$ cat config.mk
export PLATFORM = sky130hd
export DESIGN_NAME = time_of_day_arithmetic_unit
export DESIGN_NICKNAME = d
export VERILOG_FILES = /design/src/hdl/tdau_pkg.sv /design/src/hdl/tdau_prep.sv /design/src/hdl/tdau_carry.sv /design/src/hdl/tdau_final.sv /design/src/hdl/time_of_day_arithmetic_unit.sv
export SDC_FILE = /design/constraint.sdc
export NUM_CORES = 1
export LEC_CHECK = 0
export BUFFER_PORTS_ARGS = -buffer_cell sky130_fd_sc_hd__buf_2
export CORE_MARGIN = 2
export CORE_UTILIZATION = 60
export CTS_CLUSTER_DIAMETER = 40
export DETAILED_ROUTE_END_ITERATION = 6
export PLACE_DENSITY = 0.86
export SETUP_SLACK_MARGIN = 0.02
export SYNTH_ARGS = -nofsm -noshare
export SYNTH_HDL_FRONTEND = slang
export SYNTH_HIERARCHICAL = 1
export SYNTH_SLANG_ARGS = --single-unit
$ cat constraint.sdc
create_clock -name clock -period 12.8 [get_ports clock]
set_clock_uncertainty 0.15 [all_clocks]
set_input_delay 1.28 -clock clock [delete_from_list [all_inputs] [get_ports clock]]
set_output_delay 1.28 -clock clock [all_outputs]
set_load 0.01 [all_outputs]
$ cat src/hdl/tdau_pkg.sv
// Package for the time-of-day arithmetic unit: operation and order codes,
// time constants, stage payload types and the small floored normalizer.
// No dependencies.
package tdau_pkg;

   localparam logic [1:0] OP_ADD     = 2'd0;
   localparam logic [1:0] OP_SUB     = 2'd1;
   localparam logic [1:0] OP_COMPARE = 2'd2;
   localparam logic [1:0] OP_DELTA   = 2'd3;

   localparam logic [1:0] ORD_EQUAL   = 2'd0;
   localparam logic [1:0] ORD_EARLIER = 2'd1;
   localparam logic [1:0] ORD_LATER   = 2'd2;

   localparam logic signed [31:0] NS_PER_SEC   = 32'sd1000000000;
   localparam logic signed [31:0] NS_PER_2SEC  = 32'sd2000000000;
   localparam logic signed [8:0]  MINUTE_SECS  = 9'sd60;
   localparam logic signed [8:0]  MIN_PER_HOUR = 9'sd60;
   localparam logic signed [8:0]  HOUR_PER_DAY = 9'sd24;
   localparam logic signed [27:0] SEC_PER_DAY  = 28'sd86400;
   localparam logic signed [27:0] SEC_PER_HOUR = 28'sd3600;
   localparam logic signed [27:0] MINUTE_SECS_W = 28'sd60;
   localparam logic signed [27:0] DELTA_MAX    = 28'sd33554431;
   localparam logic signed [27:0] DELTA_MIN    = -28'sd33554432;

   typedef struct packed {
      logic [8:0]  day;
      logic [4:0]  hour;
      logic [5:0]  minute;
      logic [5:0]  second;
      logic [29:0] nsec;
   } time_type;

   typedef struct packed {
      logic [1:0]         op;
      logic [1:0]         order;
      logic signed [31:0] ns_sum;
      logic signed [8:0]  sec;
      logic signed [8:0]  min;
      logic signed [8:0]  hour;
      logic signed [10:0] day;
   } s1_type;

   typedef struct packed {
      logic [1:0]         op;
      logic [1:0]         order;
      logic signed [2:0]  ns_q;
      logic [29:0]        ns_r;
      logic signed [8:0]  sec;
      logic signed [8:0]  min;
      logic signed [8:0]  hour;
      logic signed [10:0] day;
      logic signed [27:0] p_day;
      logic signed [27:0] p_hour;
      logic signed [27:0] p_min;
   } s2_type;

   typedef struct packed {
      logic [1:0]         op;
      logic [1:0]         order;
      logic [29:0]        ns_r;
      logic [5:0]         sec_r;
      logic [5:0]         min_r;
      logic signed [8:0]  hour;
      logic signed [10:0] day;
      logic signed [27:0] tot;
   } s3_type;

   typedef struct packed {
      logic [29:0]        delta_nsec;
      logic signed [25:0] delta_sec;
      logic [1:0]         order;
      logic [29:0]        res_nsec;
      logic [5:0]         res_second;
      logic [5:0]         res_minute;
      logic [4:0]         res_hour;
      logic signed [10:0] res_day;
   } rsp_type;

   typedef struct packed {
      logic signed [2:0] q;
      logic [5:0]        r;
   } small_type;

   // floored divide/modulo for -2m <= x < 3m
   function automatic small_type norm_small(input logic signed [8:0] x,
                                            input logic signed [8:0] m);
      small_type         res;
      logic signed [8:0] m2;
      logic signed [8:0] r;
      m2 = m + m;
      if (x < -m) begin
         res.q = -3'sd2;
         r     = x + m2;
      end else if (x < 9'sd0) begin
         res.q = -3'sd1;
         r     = x + m;
      end else if (x < m) begin
         res.q = 3'sd0;
         r     = x;
      end else if (x < m2) begin
         res.q = 3'sd1;
         r     = x - m;
      end else begin
         res.q = 3'sd2;
         r     = x - m2;
      end
      res.r = r[5:0];
      return res;
   endfunction

endpackage

$ cat src/hdl/tdau_prep.sv
// First stage: signed field sums or differences and the time compare on
// day, hour, minute and second, not nsec. Depends on tdau_pkg.
module tdau_prep (
   input  logic                clock,
   input  logic                reset,
   input  logic                in_valid,
   output logic                in_ready,
   input  logic [1:0]          in_op,
   input  tdau_pkg::time_type  in_a,
   input  tdau_pkg::time_type  in_b,
   output logic                out_valid,
   input  logic                out_ready,
   output tdau_pkg::s1_type    out_data
);

   tdau_pkg::s1_type st_ff, st_in;
   logic             v_ff;
   logic             add;

   assign in_ready = !v_ff || out_ready;

   always_comb begin
      add       = (in_op == tdau_pkg::OP_ADD);
      st_in.op  = in_op;
      if (add) begin
         st_in.ns_sum = $signed({2'b00, in_a.nsec}) + $signed({2'b00, in_b.nsec});
         st_in.sec    = $signed({3'b000, in_a.second}) + $signed({3'b000, in_b.second});
         st_in.min    = $signed({3'b000, in_a.minute}) + $signed({3'b000, in_b.minute});
         st_in.hour   = $signed({4'b0000, in_a.hour}) + $signed({4'b0000, in_b.hour});
         st_in.day    = $signed({2'b00, in_a.day}) + $signed({2'b00, in_b.day});
      end else begin
         st_in.ns_sum = $signed({2'b00, in_a.nsec}) - $signed({2'b00, in_b.nsec});
         st_in.sec    = $signed({3'b000, in_a.second}) - $signed({3'b000, in_b.second});
         st_in.min    = $signed({3'b000, in_a.minute}) - $signed({3'b000, in_b.minute});
         st_in.hour   = $signed({4'b0000, in_a.hour}) - $signed({4'b0000, in_b.hour});
         st_in.day    = $signed({2'b00, in_a.day}) - $signed({2'b00, in_b.day});
      end
      if (in_a.day != in_b.day) begin
         st_in.order = (in_a.day < in_b.day) ? tdau_pkg::ORD_EARLIER : tdau_pkg::ORD_LATER;
      end else if (in_a.hour != in_b.hour) begin
         st_in.order = (in_a.hour < in_b.hour) ? tdau_pkg::ORD_EARLIER : tdau_pkg::ORD_LATER;
      end else if (in_a.minute != in_b.minute) begin
         st_in.order = (in_a.minute < in_b.minute) ? tdau_pkg::ORD_EARLIER
                                                   : tdau_pkg::ORD_LATER;
      end else if (in_a.second != in_b.second) begin
         st_in.order = (in_a.second < in_b.second) ? tdau_pkg::ORD_EARLIER
                                                   : tdau_pkg::ORD_LATER;
      end else begin
         st_in.order = tdau_pkg::ORD_EQUAL;
      end
   end

   always_ff @(posedge clock) begin
      if (reset) begin
         v_ff <= 1'b0;
      end else if (in_ready) begin
         v_ff <= in_valid;
      end
   end

   always_ff @(posedge clock) begin
      if (in_ready) begin
         st_ff <= st_in;
      end
   end

   assign out_valid = v_ff;
   assign out_data  = st_ff;

endmodule

$ cat src/hdl/tdau_carry.sv
// Stages two and three: nanosecond carry, delta partial products,
// second and minute carry and the delta sum. Depends on tdau_pkg.
module tdau_carry (
   input  logic              clock,
   input  logic              reset,
   input  logic              in_valid,
   output logic              in_ready,
   input  tdau_pkg::s1_type  in_data,
   output logic              out_valid,
   input  logic              out_ready,
   output tdau_pkg::s3_type  out_data
);

   tdau_pkg::s2_type   st2_ff, st2_in;
   tdau_pkg::s3_type   st3_ff, st3_in;
   logic               v2_ff, v3_ff;
   logic               rdy2, rdy3;
   logic signed [31:0] ns_off;
   logic signed [31:0] ns_r;
   logic [27:0]        day_x, hour_x, min_x;
   tdau_pkg::small_type sec_n, min_n;

   assign rdy3     = !v3_ff || out_ready;
   assign rdy2     = !v2_ff || rdy3;
   assign in_ready = rdy2;

   // stage 2
   always_comb begin
      if (in_data.ns_sum < -tdau_pkg::NS_PER_SEC) begin
         st2_in.ns_q = -3'sd2;
         ns_off      = tdau_pkg::NS_PER_2SEC;
      end else if (in_data.ns_sum < 32'sd0) begin
         st2_in.ns_q = -3'sd1;
         ns_off      = tdau_pkg::NS_PER_SEC;
      end else if (in_data.ns_sum < tdau_pkg::NS_PER_SEC) begin
         st2_in.ns_q = 3'sd0;
         ns_off      = 32'sd0;
      end else if (in_data.ns_sum < tdau_pkg::NS_PER_2SEC) begin
         st2_in.ns_q = 3'sd1;
         ns_off      = -tdau_pkg::NS_PER_SEC;
      end else begin
         st2_in.ns_q = 3'sd2;
         ns_off      = -tdau_pkg::NS_PER_2SEC;
      end
      ns_r          = in_data.ns_sum + ns_off;
      st2_in.ns_r   = ns_r[29:0];
      st2_in.op     = in_data.op;
      st2_in.order  = in_data.order;
      st2_in.sec    = in_data.sec;
      st2_in.min    = in_data.min;
      st2_in.hour   = in_data.hour;
      st2_in.day    = in_data.day;
      day_x         = {{17{in_data.day[10]}}, in_data.day};
      hour_x        = {{19{in_data.hour[8]}}, in_data.hour};
      min_x         = {{19{in_data.min[8]}}, in_data.min};
      st2_in.p_day  = $signed(day_x) * tdau_pkg::SEC_PER_DAY;
      st2_in.p_hour = $signed(hour_x) * tdau_pkg::SEC_PER_HOUR;
      st2_in.p_min  = $signed(min_x) * tdau_pkg::MINUTE_SECS_W;
   end

   // stage 3
   always_comb begin
      sec_n = tdau_pkg::norm_small(st2_ff.sec + {{6{st2_ff.ns_q[2]}}, st2_ff.ns_q},
                                   tdau_pkg::MINUTE_SECS);
      min_n = tdau_pkg::norm_small(st2_ff.min + {{6{sec_n.q[2]}}, sec_n.q},
                                   tdau_pkg::MIN_PER_HOUR);
      st3_in.op    = st2_ff.op;
      st3_in.order = st2_ff.order;
      st3_in.ns_r  = st2_ff.ns_r;
      st3_in.sec_r = sec_n.r;
      st3_in.min_r = min_n.r;
      st3_in.hour  = st2_ff.hour + {{6{min_n.q[2]}}, min_n.q};
      st3_in.day   = st2_ff.day;
      st3_in.tot   = st2_ff.p_day + st2_ff.p_hour + st2_ff.p_min
                   + {{19{st2_ff.sec[8]}}, st2_ff.sec}
                   + {{25{st2_ff.ns_q[2]}}, st2_ff.ns_q};
   end

   always_ff @(posedge clock) begin
      if (reset) begin
         v2_ff <= 1'b0;
         v3_ff <= 1'b0;
      end else begin
         if (rdy2) begin
            v2_ff <= in_valid;
         end
         if (rdy3) begin
            v3_ff <= v2_ff;
         end
      end
   end

   always_ff @(posedge clock) begin
      if (rdy2) begin
         st2_ff <= st2_in;
      end
      if (rdy3) begin
         st3_ff <= st3_in;
      end
   end

   assign out_valid = v3_ff;
   assign out_data  = st3_ff;

endmodule

$ cat src/hdl/tdau_final.sv
// Last stage: hour and day carry, delta saturation, field selection by
// operation, and the result register. Depends on tdau_pkg.
module tdau_final (
   input  logic              clock,
   input  logic              reset,
   input  logic              in_valid,
   output logic              in_ready,
   input  tdau_pkg::s3_type  in_data,
   output logic              out_valid,
   input  logic              out_ready,
   output tdau_pkg::rsp_type out_data
);

   tdau_pkg::rsp_type   rsp_ff, rsp_in;
   logic                v_ff;
   tdau_pkg::small_type hour_n;
   logic signed [27:0]  sat;

   assign in_ready = !v_ff || out_ready;

   always_comb begin
      hour_n = tdau_pkg::norm_small(in_data.hour, tdau_pkg::HOUR_PER_DAY);
      if (in_data.tot > tdau_pkg::DELTA_MAX) begin
         sat = tdau_pkg::DELTA_MAX;
      end else if (in_data.tot < tdau_pkg::DELTA_MIN) begin
         sat = tdau_pkg::DELTA_MIN;
      end else begin
         sat = in_data.tot;
      end
      rsp_in = '0;
      case (in_data.op) inside
         tdau_pkg::OP_ADD, tdau_pkg::OP_SUB: begin
            rsp_in.res_day    = in_data.day + {{8{hour_n.q[2]}}, hour_n.q};
            rsp_in.res_hour   = hour_n.r[4:0];
            rsp_in.res_minute = in_data.min_r;
            rsp_in.res_second = in_data.sec_r;
            rsp_in.res_nsec   = in_data.ns_r;
         end
         tdau_pkg::OP_COMPARE: begin
            rsp_in.order = in_data.order;
         end
         default: begin
            rsp_in.delta_sec  = sat[25:0];
            rsp_in.delta_nsec = in_data.ns_r;
         end
      endcase
   end

   always_ff @(posedge clock) begin
      if (reset) begin
         v_ff <= 1'b0;
      end else if (in_ready) begin
         v_ff <= in_valid;
      end
   end

   always_ff @(posedge clock) begin
      if (in_ready) begin
         rsp_ff <= rsp_in;
      end
   end

   assign out_valid = v_ff;
   assign out_data  = rsp_ff;

   a_time_normalized: assert property (@(posedge clock) disable iff (reset)
      v_ff |-> rsp_ff.res_hour < 5'd24 && rsp_ff.res_minute < 6'd60
               && rsp_ff.res_second < 6'd60 && rsp_ff.res_nsec < 30'd1000000000)
      else $error("result time fields not normalized");

   a_delta_rem: assert property (@(posedge clock) disable iff (reset)
      v_ff |-> rsp_ff.delta_nsec < 30'd1000000000)
      else $error("delta remainder out of range");

   a_order_alone: assert property (@(posedge clock) disable iff (reset)
      v_ff && rsp_ff.order != tdau_pkg::ORD_EQUAL |->
         rsp_ff.order != 2'b11 && rsp_ff.res_day == '0 && rsp_ff.res_nsec == '0
         && rsp_ff.delta_sec == '0 && rsp_ff.delta_nsec == '0)
      else $error("compare result mixed with other fields");

endmodule

$ cat src/hdl/time_of_day_arithmetic_unit.sv
// Time-of-day add/subtract/compare/delta unit, top level.
// An accepted req is registered in tdau_prep, tdau_carry, then tdau_final.
// Throughput: one transaction per cycle; stalls ripple back stage by stage.
// Reset (synchronous, active high) clears the stage valid bits only.
// Depends on tdau_pkg, tdau_prep, tdau_carry, tdau_final.
module time_of_day_arithmetic_unit (
   input  logic         clock,
   input  logic         reset,
   input  logic         req_tvalid,
   output logic         req_tready,
   // a_day, a_hour, a_minute, a_second, a_nsec, b_day, b_hour, b_minute,
   // b_second, b_nsec
   input  logic [111:0] req_tdata,
   // op, zero padding
   input  logic [7:0]   req_tuser,
   output logic         rsp_tvalid,
   input  logic         rsp_tready,
   // res_day, res_hour, res_minute, res_second, res_nsec, order, delta_sec,
   // delta_nsec, zero padding
   output logic [119:0] rsp_tdata
);

   tdau_pkg::time_type a, b;
   tdau_pkg::s1_type   s1_data;
   tdau_pkg::s3_type   s3_data;
   tdau_pkg::rsp_type  rsp_data;
   logic               s1_valid, s1_ready, s3_valid, s3_ready;

   assign a.day    = req_tdata[8:0];
   assign a.hour   = req_tdata[13:9];
   assign a.minute = req_tdata[19:14];
   assign a.second = req_tdata[25:20];
   assign a.nsec   = req_tdata[55:26];
   assign b.day    = req_tdata[64:56];
   assign b.hour   = req_tdata[69:65];
   assign b.minute = req_tdata[75:70];
   assign b.second = req_tdata[81:76];
   assign b.nsec   = req_tdata[111:82];

   tdau_prep u_prep (
      .clock     (clock),
      .reset     (reset),
      .in_valid  (req_tvalid),
      .in_ready  (req_tready),
      .in_op     (req_tuser[1:0]),
      .in_a      (a),
      .in_b      (b),
      .out_valid (s1_valid),
      .out_ready (s1_ready),
      .out_data  (s1_data)
   );

   tdau_carry u_carry (
      .clock     (clock),
      .reset     (reset),
      .in_valid  (s1_valid),
      .in_ready  (s1_ready),
      .in_data   (s1_data),
      .out_valid (s3_valid),
      .out_ready (s3_ready),
      .out_data  (s3_data)
   );

   tdau_final u_final (
      .clock     (clock),
      .reset     (reset),
      .in_valid  (s3_valid),
      .in_ready  (s3_ready),
      .in_data   (s3_data),
      .out_valid (rsp_tvalid),
      .out_ready (rsp_tready),
      .out_data  (rsp_data)
   );

   assign rsp_tdata = {4'b0000, rsp_data.delta_nsec, rsp_data.delta_sec, rsp_data.order,
                       rsp_data.res_nsec, rsp_data.res_second, rsp_data.res_minute,
                       rsp_data.res_hour, rsp_data.res_day};

endmodule
# Yosys cells after proc, flatten, opt, wreduce, memory -nomap -nowiden

Index checks and enable logic that the tools add are counted.

Flip-flop bits (word level): 434
Latch bits: 0
Memory bits (writable): 0
Memory bits (read-only): 0
Bits of input ports: 124
Output and inout bits: 122
Word-level logic and storage cells: 160
Memories: 0

Add/sub/neg operators: 31
Multiply operators: 3
Divide/modulo/power cells: 0
Magnitude comparators: 22
Equal/unequal tests: 6
Shift-type cells: 0
Multiplexer cells: 42
Bitwise logic cells: 1
Reduce and logical (&&, ||, !) cells: 15

Operators with widths:

| cell                                                                   | number |
|---|---|
| 28-bit adder                                                           | 4 |
| 30-bit two-way mux                                                     | 3 |
| 70-bit two-way mux                                                     | 1 |
| 32-bit by 31-bit < comparator with 1-bit output, second input constant | 2 |
| 6-bit two-way mux                                                      | 8 |
| 9-bit by 7-bit < comparator with 1-bit output, second input constant   | 5 |
| 32-bit by 1-bit < comparator with 1-bit output, second input constant  | 1 |
| 32-bit < comparator, second input constant                             | 1 |
| 30-bit by 30-bit adder with 31-bit output                              | 1 |
| 30-bit by 30-bit subtractor with 31-bit output                         | 1 |
| 30-bit adder                                                           | 1 |
| 28-bit by 26-bit > comparator with 1-bit output, second input constant | 1 |
| 28-bit by 26-bit < comparator with 1-bit output, second input constant | 1 |
| 28-bit two-way mux                                                     | 1 |
| 9-bit adder                                                            | 3 |
| 9-bit by 1-bit < comparator with 1-bit output, second input constant   | 3 |
| 3-bit two-way mux                                                      | 9 |
| 2-bit two-way mux                                                      | 13 |
| 26-bit two-way mux                                                     | 1 |
| 25-bit two-way mux                                                     | 1 |
| 11-bit by 11-bit multiplier with 21-bit output, second input constant  | 1 |
| 5-bit two-way mux                                                      | 4 |
| 9-bit by 6-bit < comparator with 1-bit output, second input constant   | 2 |
| 9-bit by 8-bit < comparator with 1-bit output, second input constant   | 2 |
| other kinds (33)                                                       | 50 |

# Logic depth before layout (Yosys ltp)

Gate-level depths: netlist of run 1.

Depth in word-level cells: 13
Depth in mapped cells: 36
Depth with buffers taken out: 35

# Cells and area by module

Netlist of run 1, hierarchy kept.

By module, submodules not included:

| module                      | instances | cells each | area each (µm²) |
|---|---|---|---|
| tdau_carry                  | 1         | 1348       | 16213.0 |
| tdau_prep                   | 1         | 928        | 7847.5 |
| tdau_final                  | 1         | 359        | 4962.3 |
| time_of_day_arithmetic_unit | 1         | 5          | 33.8 |

# Worst setup path before layout of run 1

OpenSTA, ideal clock, no wires.

Path type: input to output
Start: in rsp_tready
End: out req_tready
Data arrival time: 9.201 ns
Required time: 11.370 ns
Path slack: 2.169 ns
Cell stages on the path: 4
Buffers on the path: 0
Path through: nand2b_1 -> nor2b_1 -> nand2_1 -> nand2b_1

Longest elaborated chain between the ends: 4

RTL lines:

| element          | RTL line                          | RTL |
|---|---|---|
| from (decl)      | time_of_day_arithmetic_unit.sv:17 | `input logic rsp_tready,` |
| 1-bit logical OR | tdau_final.sv:19                  | `assign in_ready = !v_ff \|\| out_ready;` |
| 1-bit logical OR | tdau_carry.sv:23                  | `assign rdy3 = !v3_ff \|\| out_ready;` |
| 1-bit logical OR | tdau_carry.sv:24                  | `assign rdy2 = !v2_ff \|\| rdy3;` |
| via s1_ready     | time_of_day_arithmetic_unit.sv:27 | `logic s1_valid, s1_ready, s3_valid, s3_ready;` |
| 1-bit logical OR | tdau_prep.sv:20                   | `assign in_ready = !v_ff \|\| out_ready;` |
| to (decl)        | time_of_day_arithmetic_unit.sv:10 | `output logic req_tready,` |

The timed path passes the listed nets, and every way through them passes these cells.

==> results of run 1 <==
[stage by stage]
step | utilization | cells
after floorplan | - | 2643
after global placement | 0.646 | 3444
after detailed placement | 0.646 | 3444
after CTS | 0.676 | 3525
after global routing | 0.676 | 3527
final | 0.677 | 3528
[sequential cells by signal, indices dropped and copies added, names as in the netlist]
name / flops
u_carry/st2_ff: 121
u_final/out_data: 116
u_carry/out_data: 92
u_prep/out_data: 70
u_carry/out_valid: 1
u_carry/v2_ff: 1
u_final/out_valid: 1
u_prep/out_valid: 1
[worst max-delay path, delay by kind of cell, from the launching register on]
family                   cells  cell delay (ns)
flip-flops                   1             0.36
adder cells (fa/ha/maj)      6             2.02
buffers and inverters        3             0.83
AND/OR/NAND/NOR              8             1.36
AO/OA/AOI/OAI               11             1.91
XOR/XNOR                     4             1.43
[worst paths after layout]
kind                                      from                        endpoint  slack [ns]
max          u_carry/st2_ff[154]$_SDFFCE_PP1P_  u_carry/out_data[47]$_DFFE_PP_        4.43
min              u_carry/st2_ff[148]$_DFFE_PP_  u_carry/out_data[86]$_DFFE_PP_        0.25
max reg2reg  u_carry/st2_ff[154]$_SDFFCE_PP1P_  u_carry/out_data[47]$_DFFE_PP_        4.43
min reg2reg      u_carry/st2_ff[148]$_DFFE_PP_  u_carry/out_data[86]$_DFFE_PP_        0.25
[placed cells by master, fill, tap and decap left out, types with 10 or more instances in the layout]
| master | n |
|---|---|
| sky130_fd_sc_hd__xor2_1 | 37 |
| sky130_fd_sc_hd__o21a_1 | 18 |
| sky130_fd_sc_hd__edfxtp_1 | 399 |
| sky130_fd_sc_hd__nand2_1 | 100 |
| sky130_fd_sc_hd__o21ai_0 | 98 |
| sky130_fd_sc_hd__a211oi_1 | 24 |
| sky130_fd_sc_hd__a21oi_1 | 179 |
| sky130_fd_sc_hd__clkbuf_16 | 47 |
| sky130_fd_sc_hd__and2_1 | 41 |
| sky130_fd_sc_hd__nor4_1 | 14 |
| sky130_fd_sc_hd__nor2b_1 | 72 |
| sky130_fd_sc_hd__mux2i_1 | 17 |
| sky130_fd_sc_hd__nor3_1 | 44 |
| sky130_fd_sc_hd__or3_1 | 12 |
| sky130_fd_sc_hd__buf_4 | 10 |
| sky130_fd_sc_hd__nand2b_1 | 15 |
| sky130_fd_sc_hd__fa_1 | 136 |
| sky130_fd_sc_hd__and3_1 | 16 |
| sky130_fd_sc_hd__nand3_1 | 37 |
| sky130_fd_sc_hd__a31oi_1 | 19 |
| sky130_fd_sc_hd__ha_1 | 336 |
| sky130_fd_sc_hd__o21bai_1 | 45 |
| sky130_fd_sc_hd__xnor2_1 | 130 |
| sky130_fd_sc_hd__o31ai_1 | 18 |
| sky130_fd_sc_hd__o21ai_1 | 10 |
| sky130_fd_sc_hd__nor2_1 | 199 |
| sky130_fd_sc_hd__inv_1 | 336 |
| sky130_fd_sc_hd__a21o_1 | 46 |
| sky130_fd_sc_hd__o211ai_1 | 20 |
| sky130_fd_sc_hd__buf_2 | 235 |
[cell families after synthesis]
logic type,count (synthesis),synth area share
fa+ha+maj,472,0.238
other cells,1,0.000129
simple gates,594,0.101
compound gates,585,0.134
flops,403,0.415
xor+xnor,167,0.0503
buf+inv,397,0.0535
mux,21,0.00741
[layer usage]
layer  GRT usage  vias up  wire length, µm
met5           0        -               13
met4       0.104        2             2430
met3      0.0449      147             4510
met2       0.443      739            32000
met1       0.348    10200            28200
li1            -     9813                -
[area by class of cell]
type	instances	area [µm²]	share of cell area
well taps	615	769	0.0238
diodes	3	7.51	0.000232
clock buffers	55	1210	0.0373
multi-input cells	1843	15500	0.480
clock inverters	26	246	0.00763
flip-flops and latches	403	12100	0.373
inverters	338	1270	0.0393
repair buffers	245	1250	0.0387
==> flow_summary.json, run 1 <==
{
  "antenna_left": 0,
  "drive_gt1_frac": 0.129,
  "fmax_mhz": 119,
  "grt_setup_unrepaired": "no",
  "finalSetupViolCount": 0,
  "post_cts.resized_instances": 0,
  "hpwl_um": 51600,
  "drt_pass1_iterations": 6,
  "crit_path_slowest_cell": "sky130_fd_sc_hd__xor2_1",
  "hold_violations": 0,
  "start_util": 0.609,
  "final.setup.worst_slack_ns": 4.43,
  "critPathMaxStageDelay_ns": 0.74,
  "post_synth.cell_area_avg_um2": 11.0,
  "grt_pass1_wl_um": 106000,
  "cts_root_buffer": "sky130_fd_sc_hd__clkbuf_16",
  "num_io_pins": 246,
  "synthesis.area_um2": 29100,
  "fp.dieArea_um2": 50200,
  "clock_latency_ns": 0.58,
  "numPortBuffers": 235,
  "finalWeightedCongestion": 0.956,
  "cap_viol_max_count": 0,
  "timing.final.crit_period_ns": 8.37,
  "timing.critical_path.required_ns": 12.93,
  "final.setup.tns_ns": 0,
  "worst_ep_arrival_time_ns": 8.50,
  "cts-root-to-sink-buffers": 3,
  "rr_worst_depth": 32,
  "stdcell_area_um2": 32300,
  "max-slew-margin-rel": 0.209,
  "timing.setup.critical_path_class": "reg2reg",
  "cts_hold_repair.buffers": 0,
  "hold_path_class": "reg2reg",
  "viasPerCell": 5.91,
  "synth-edff-count": 399,
  "area.growth.synth_to_final_pct": 11.2,
  "synth_largest_type_area_fraction": 0.412,
  "vias": 20900,
  "final_min_period_over_clock_period": 0.654,
  "path_max_fanout": 32,
  "synth_warnings": 6,
  "least_margin_pin_slew_ns": 1.19,
  "die_y_um": 224,
  "netlist_instances": 2640,
  "ys_top_cells_by_count": "sky130_fd_sc_hd__edfxtp_1, sky130_fd_sc_hd__inv_1, sky130_fd_sc_hd__ha_1",
  "synth.distinct_cells": 91,
  "ctsHtreeMaxLevel": 2,
  "antenna_found_initial": 5,
  "first_global_vias": 20900,
  "synth_area_leaders": "sky130_fd_sc_hd__edfxtp_1, sky130_fd_sc_hd__ha_1, sky130_fd_sc_hd__fa_1, sky130_fd_sc_hd__inv_1, sky130_fd_sc_hd__xnor2_1",
  "grt-ovfl-total": 0,
  "num-nets-final": 3472,
  "synth_top_flop_cell": "sky130_fd_sc_hd__edfxtp_1",
  "floorplan.die.width_um": 224,
  "drc": 0,
  "hold-worst-slack_ns": 0.252,
  "tritoncts": "done",
  "asyncSetResetFlopFracSynth": 0,
  "wl_per_cell_um": 19.0,
  "coreArea_um2": 47700,
  "slew_viol_final": 0,
  "yosys_register_bits": 403,
  "netlist.top_cell.by_area": "sky130_fd_sc_hd__edfxtp_1",
  "synth.yosys.seq_area_share": 0.415,
  "largest_net_degree_at_the_start_of_global_routing": 76,
  "wirelength_um": 67100,
  "category_of_the_worst_setup_path_capture_point": "flop",
  "post-place-ws_ns": 4.57,
  "cts_made_buffers": 45,
  "global_route.usage.total": 0.265,
  "dr.first_iter.drc_count": 1691,
  "yosys.cell_count.top_type": "sky130_fd_sc_hd__edfxtp_1",
  "cts_num_sinks": 403,
  "core.rowCount": 80,
  "hold_path_depth": 0,
  "cts_post_setup_buffers_inserted": 0,
  "place_area_um2": 30800,
  "clkTransAtPathRegs_ns": 0.06,
  "status": "completed",
  "layout.filler_cells": 3365,
  "cp-start-kind": "flop"
}
Power of run 1 is not shown: default switching activity piles up to over one toggle a cycle in this logic, so the estimate is an artifact.
==> run 2, diff against run 1 <==
==> constraint.sdc (replaced) <==
create_clock -name clock -period 8.5 [get_ports clock]
set_clock_uncertainty 0.15 [all_clocks]
set_input_delay 0.85 -clock clock [delete_from_list [all_inputs] [get_ports clock]]
set_output_delay 0.85 -clock clock [all_outputs]
set_load 0.01 [all_outputs]
==> run 2 against run 1 <==
  * Final area is 0.52% higher
  * First-iteration DRC count is 0.12% higher
  * Wire length is 0.35% lower
  * Non-clock buffer count is 1 lower
  * Worst setup slack worse by 3.9 ns
  * Register-to-register slack worse by 3.9 ns
  * Sequential cell count stayed put
  * Utilization is 0.35 points higher
  * Sequential share of layout area is 0.19 points lower
  * Largest cell class unchanged
==> flow_summary.json, run 2 (synthesis results as in run 1) <==
{
  "antenna_left": 0,
  "cts_num_sinks": 403,
  "post_cts.resized_instances": 0,
  "clkTransAtPathRegs_ns": 0.06,
  "slew_viol_final": 0,
  "drt_pass1_iterations": 5,
  "met3_wirelength_um": 4690,
  "cts-root-to-sink-buffers": 3,
  "mostFrequentLayoutCell": "sky130_fd_sc_hd__edfxtp_1",
  "first_global_vias": 20800,
  "cts_made_buffers": 48,
  "num_io_pins": 246,
  "category_of_the_worst_setup_path_capture_point": "flop",
  "die_y_um": 224,
  "status": "completed",
  "ctsHtreeMaxLevel": 2,
  "fp.dieArea_um2": 50200,
  "least_margin_pin_slew_ns": 1.29,
  "antenna_found_initial": 10,
  "timing.setup.critical_path_class": "reg2reg",
  "timing.critical_path.required_ns": 8.68,
  "largest_net_degree_at_the_start_of_global_routing": 86,
  "coreArea_um2": 47700,
  "wirelength_um": 66900,
  "routed-wl-met2_um": 32200,
  "finalSetupViolCount": 0,
  "largest_register": "u_carry/st2_ff",
  "viasPerCell": 5.88,
  "layout.filler_cells": 3315,
  "hpwl_um": 51600,
  "timing.critical_path.buf_inv": 2,
  "dr.first_iter.drc_count": 1693,
  "top_routing_layer_used": "met5",
  "grt-ovfl-total": 0,
  "cap_viol_max_count": 0,
  "drive_gt1_frac": 0.133,
  "final.setup.tns_ns": 0,
  "global_route.usage.total": 0.267,
  "grt_setup_unrepaired": "no",
  "cts_root_buffer": "sky130_fd_sc_hd__clkbuf_16",
  "hold_path_class": "reg2reg",
  "fmax_mhz": 126,
  "final-seq-area_um2": 12100,
  "numPortBuffers": 235,
  "path_max_fanout": 30,
  "core.rowCount": 80,
  "final_min_period_over_clock_period": 0.935,
  "floorplan.die.width_um": 224,
  "timing.critical_path.mode_cell": "sky130_fd_sc_hd__a21oi_1",
  "crit_family": "compound AO/OA/AOI/OAI gates",
  "max_ffs_per_register": 121,
  "cp-start-kind": "flop",
  "cts_hold_repair.buffers": 0,
  "hold_violations": 0,
  "finalWeightedCongestion": 0.967,
  "most_frequent_cells_in_the_layout": "sky130_fd_sc_hd__edfxtp_1, sky130_fd_sc_hd__inv_1, sky130_fd_sc_hd__ha_1",
  "max-slew-margin-rel": 0.138,
  "multi_input_comb_area_um2": 15500,
  "drc": 0,
  "cts_post_setup_buffers_inserted": 0,
  "route.layer.met1.wl_um": 27700,
  "num-nets-final": 3474,
  "area.growth.synth_to_final_pct": 11.7,
  "wl_per_cell_um": 18.9,
  "start_util": 0.609,
  "timing.final.crit_period_ns": 7.95,
  "crit_path_slowest_cell": "sky130_fd_sc_hd__buf_4",
  "grt_pass1_wl_um": 107000,
  "vias": 20800,
  "worst_ep_arrival_time_ns": 8.12,
  "tritoncts": "done",
  "clock_latency_ns": 0.58,
  "critPathMaxStageDelay_ns": 0.50
}
==> run 2: metrics by stage <==
step	worst slack (ns)	utilization	hold slack, ns	cell area, µm²	instances
2_1_floorplan	0.218	-	0.250	29100	2643
3_3_place_gp	0.802	0.646	0.250	30800	3443
3_5_place_dp	0.422	0.646	0.255	30800	3443
4_1_cts	0.394	0.679	0.255	32400	3533
5_1_grt	0.0181	0.680	0.266	32500	3537
6_report	0.552	0.680	0.264	32500	3538
==> run 2: routing by layer <==
layer	global-route usage	vias up
li1	-	9805
met3	0.0435	151
met2	0.448	841
met1	0.351	10000
met5	0	-
met4	0.0978	8
==> run 2: layout make-up <==
type / count / share of cell area
inverters: 338 / 0.0391
repair buffers: 244 / 0.0383
well taps: 615 / 0.0237
clock inverters: 34 / 0.0109
flip-flops and latches: 403 / 0.371
diodes: 5 / 0.000385
clock buffers: 56 / 0.0386
multi-input cells: 1843 / 0.478
==> run 2: worst paths after layout <==
kind / start / to / slack, ns / cells after the start
worst max register to register: u_carry/st2_ff[154]$_SDFFCE_PP1P_ / u_carry/out_data[47]$_DFFE_PP_ / 0.55 / 28
worst max-delay path: u_carry/st2_ff[154]$_SDFFCE_PP1P_ / u_carry/out_data[47]$_DFFE_PP_ / 0.55 / 28
worst min register to register: u_prep/out_data[29]$_DFFE_PP_ / u_carry/st2_ff[113]$_DFFE_PP_ / 0.26 / 0
worst min-delay path: u_prep/out_data[29]$_DFFE_PP_ / u_carry/st2_ff[113]$_DFFE_PP_ / 0.26 / 0
Power of run 2 is left out for the same reason.
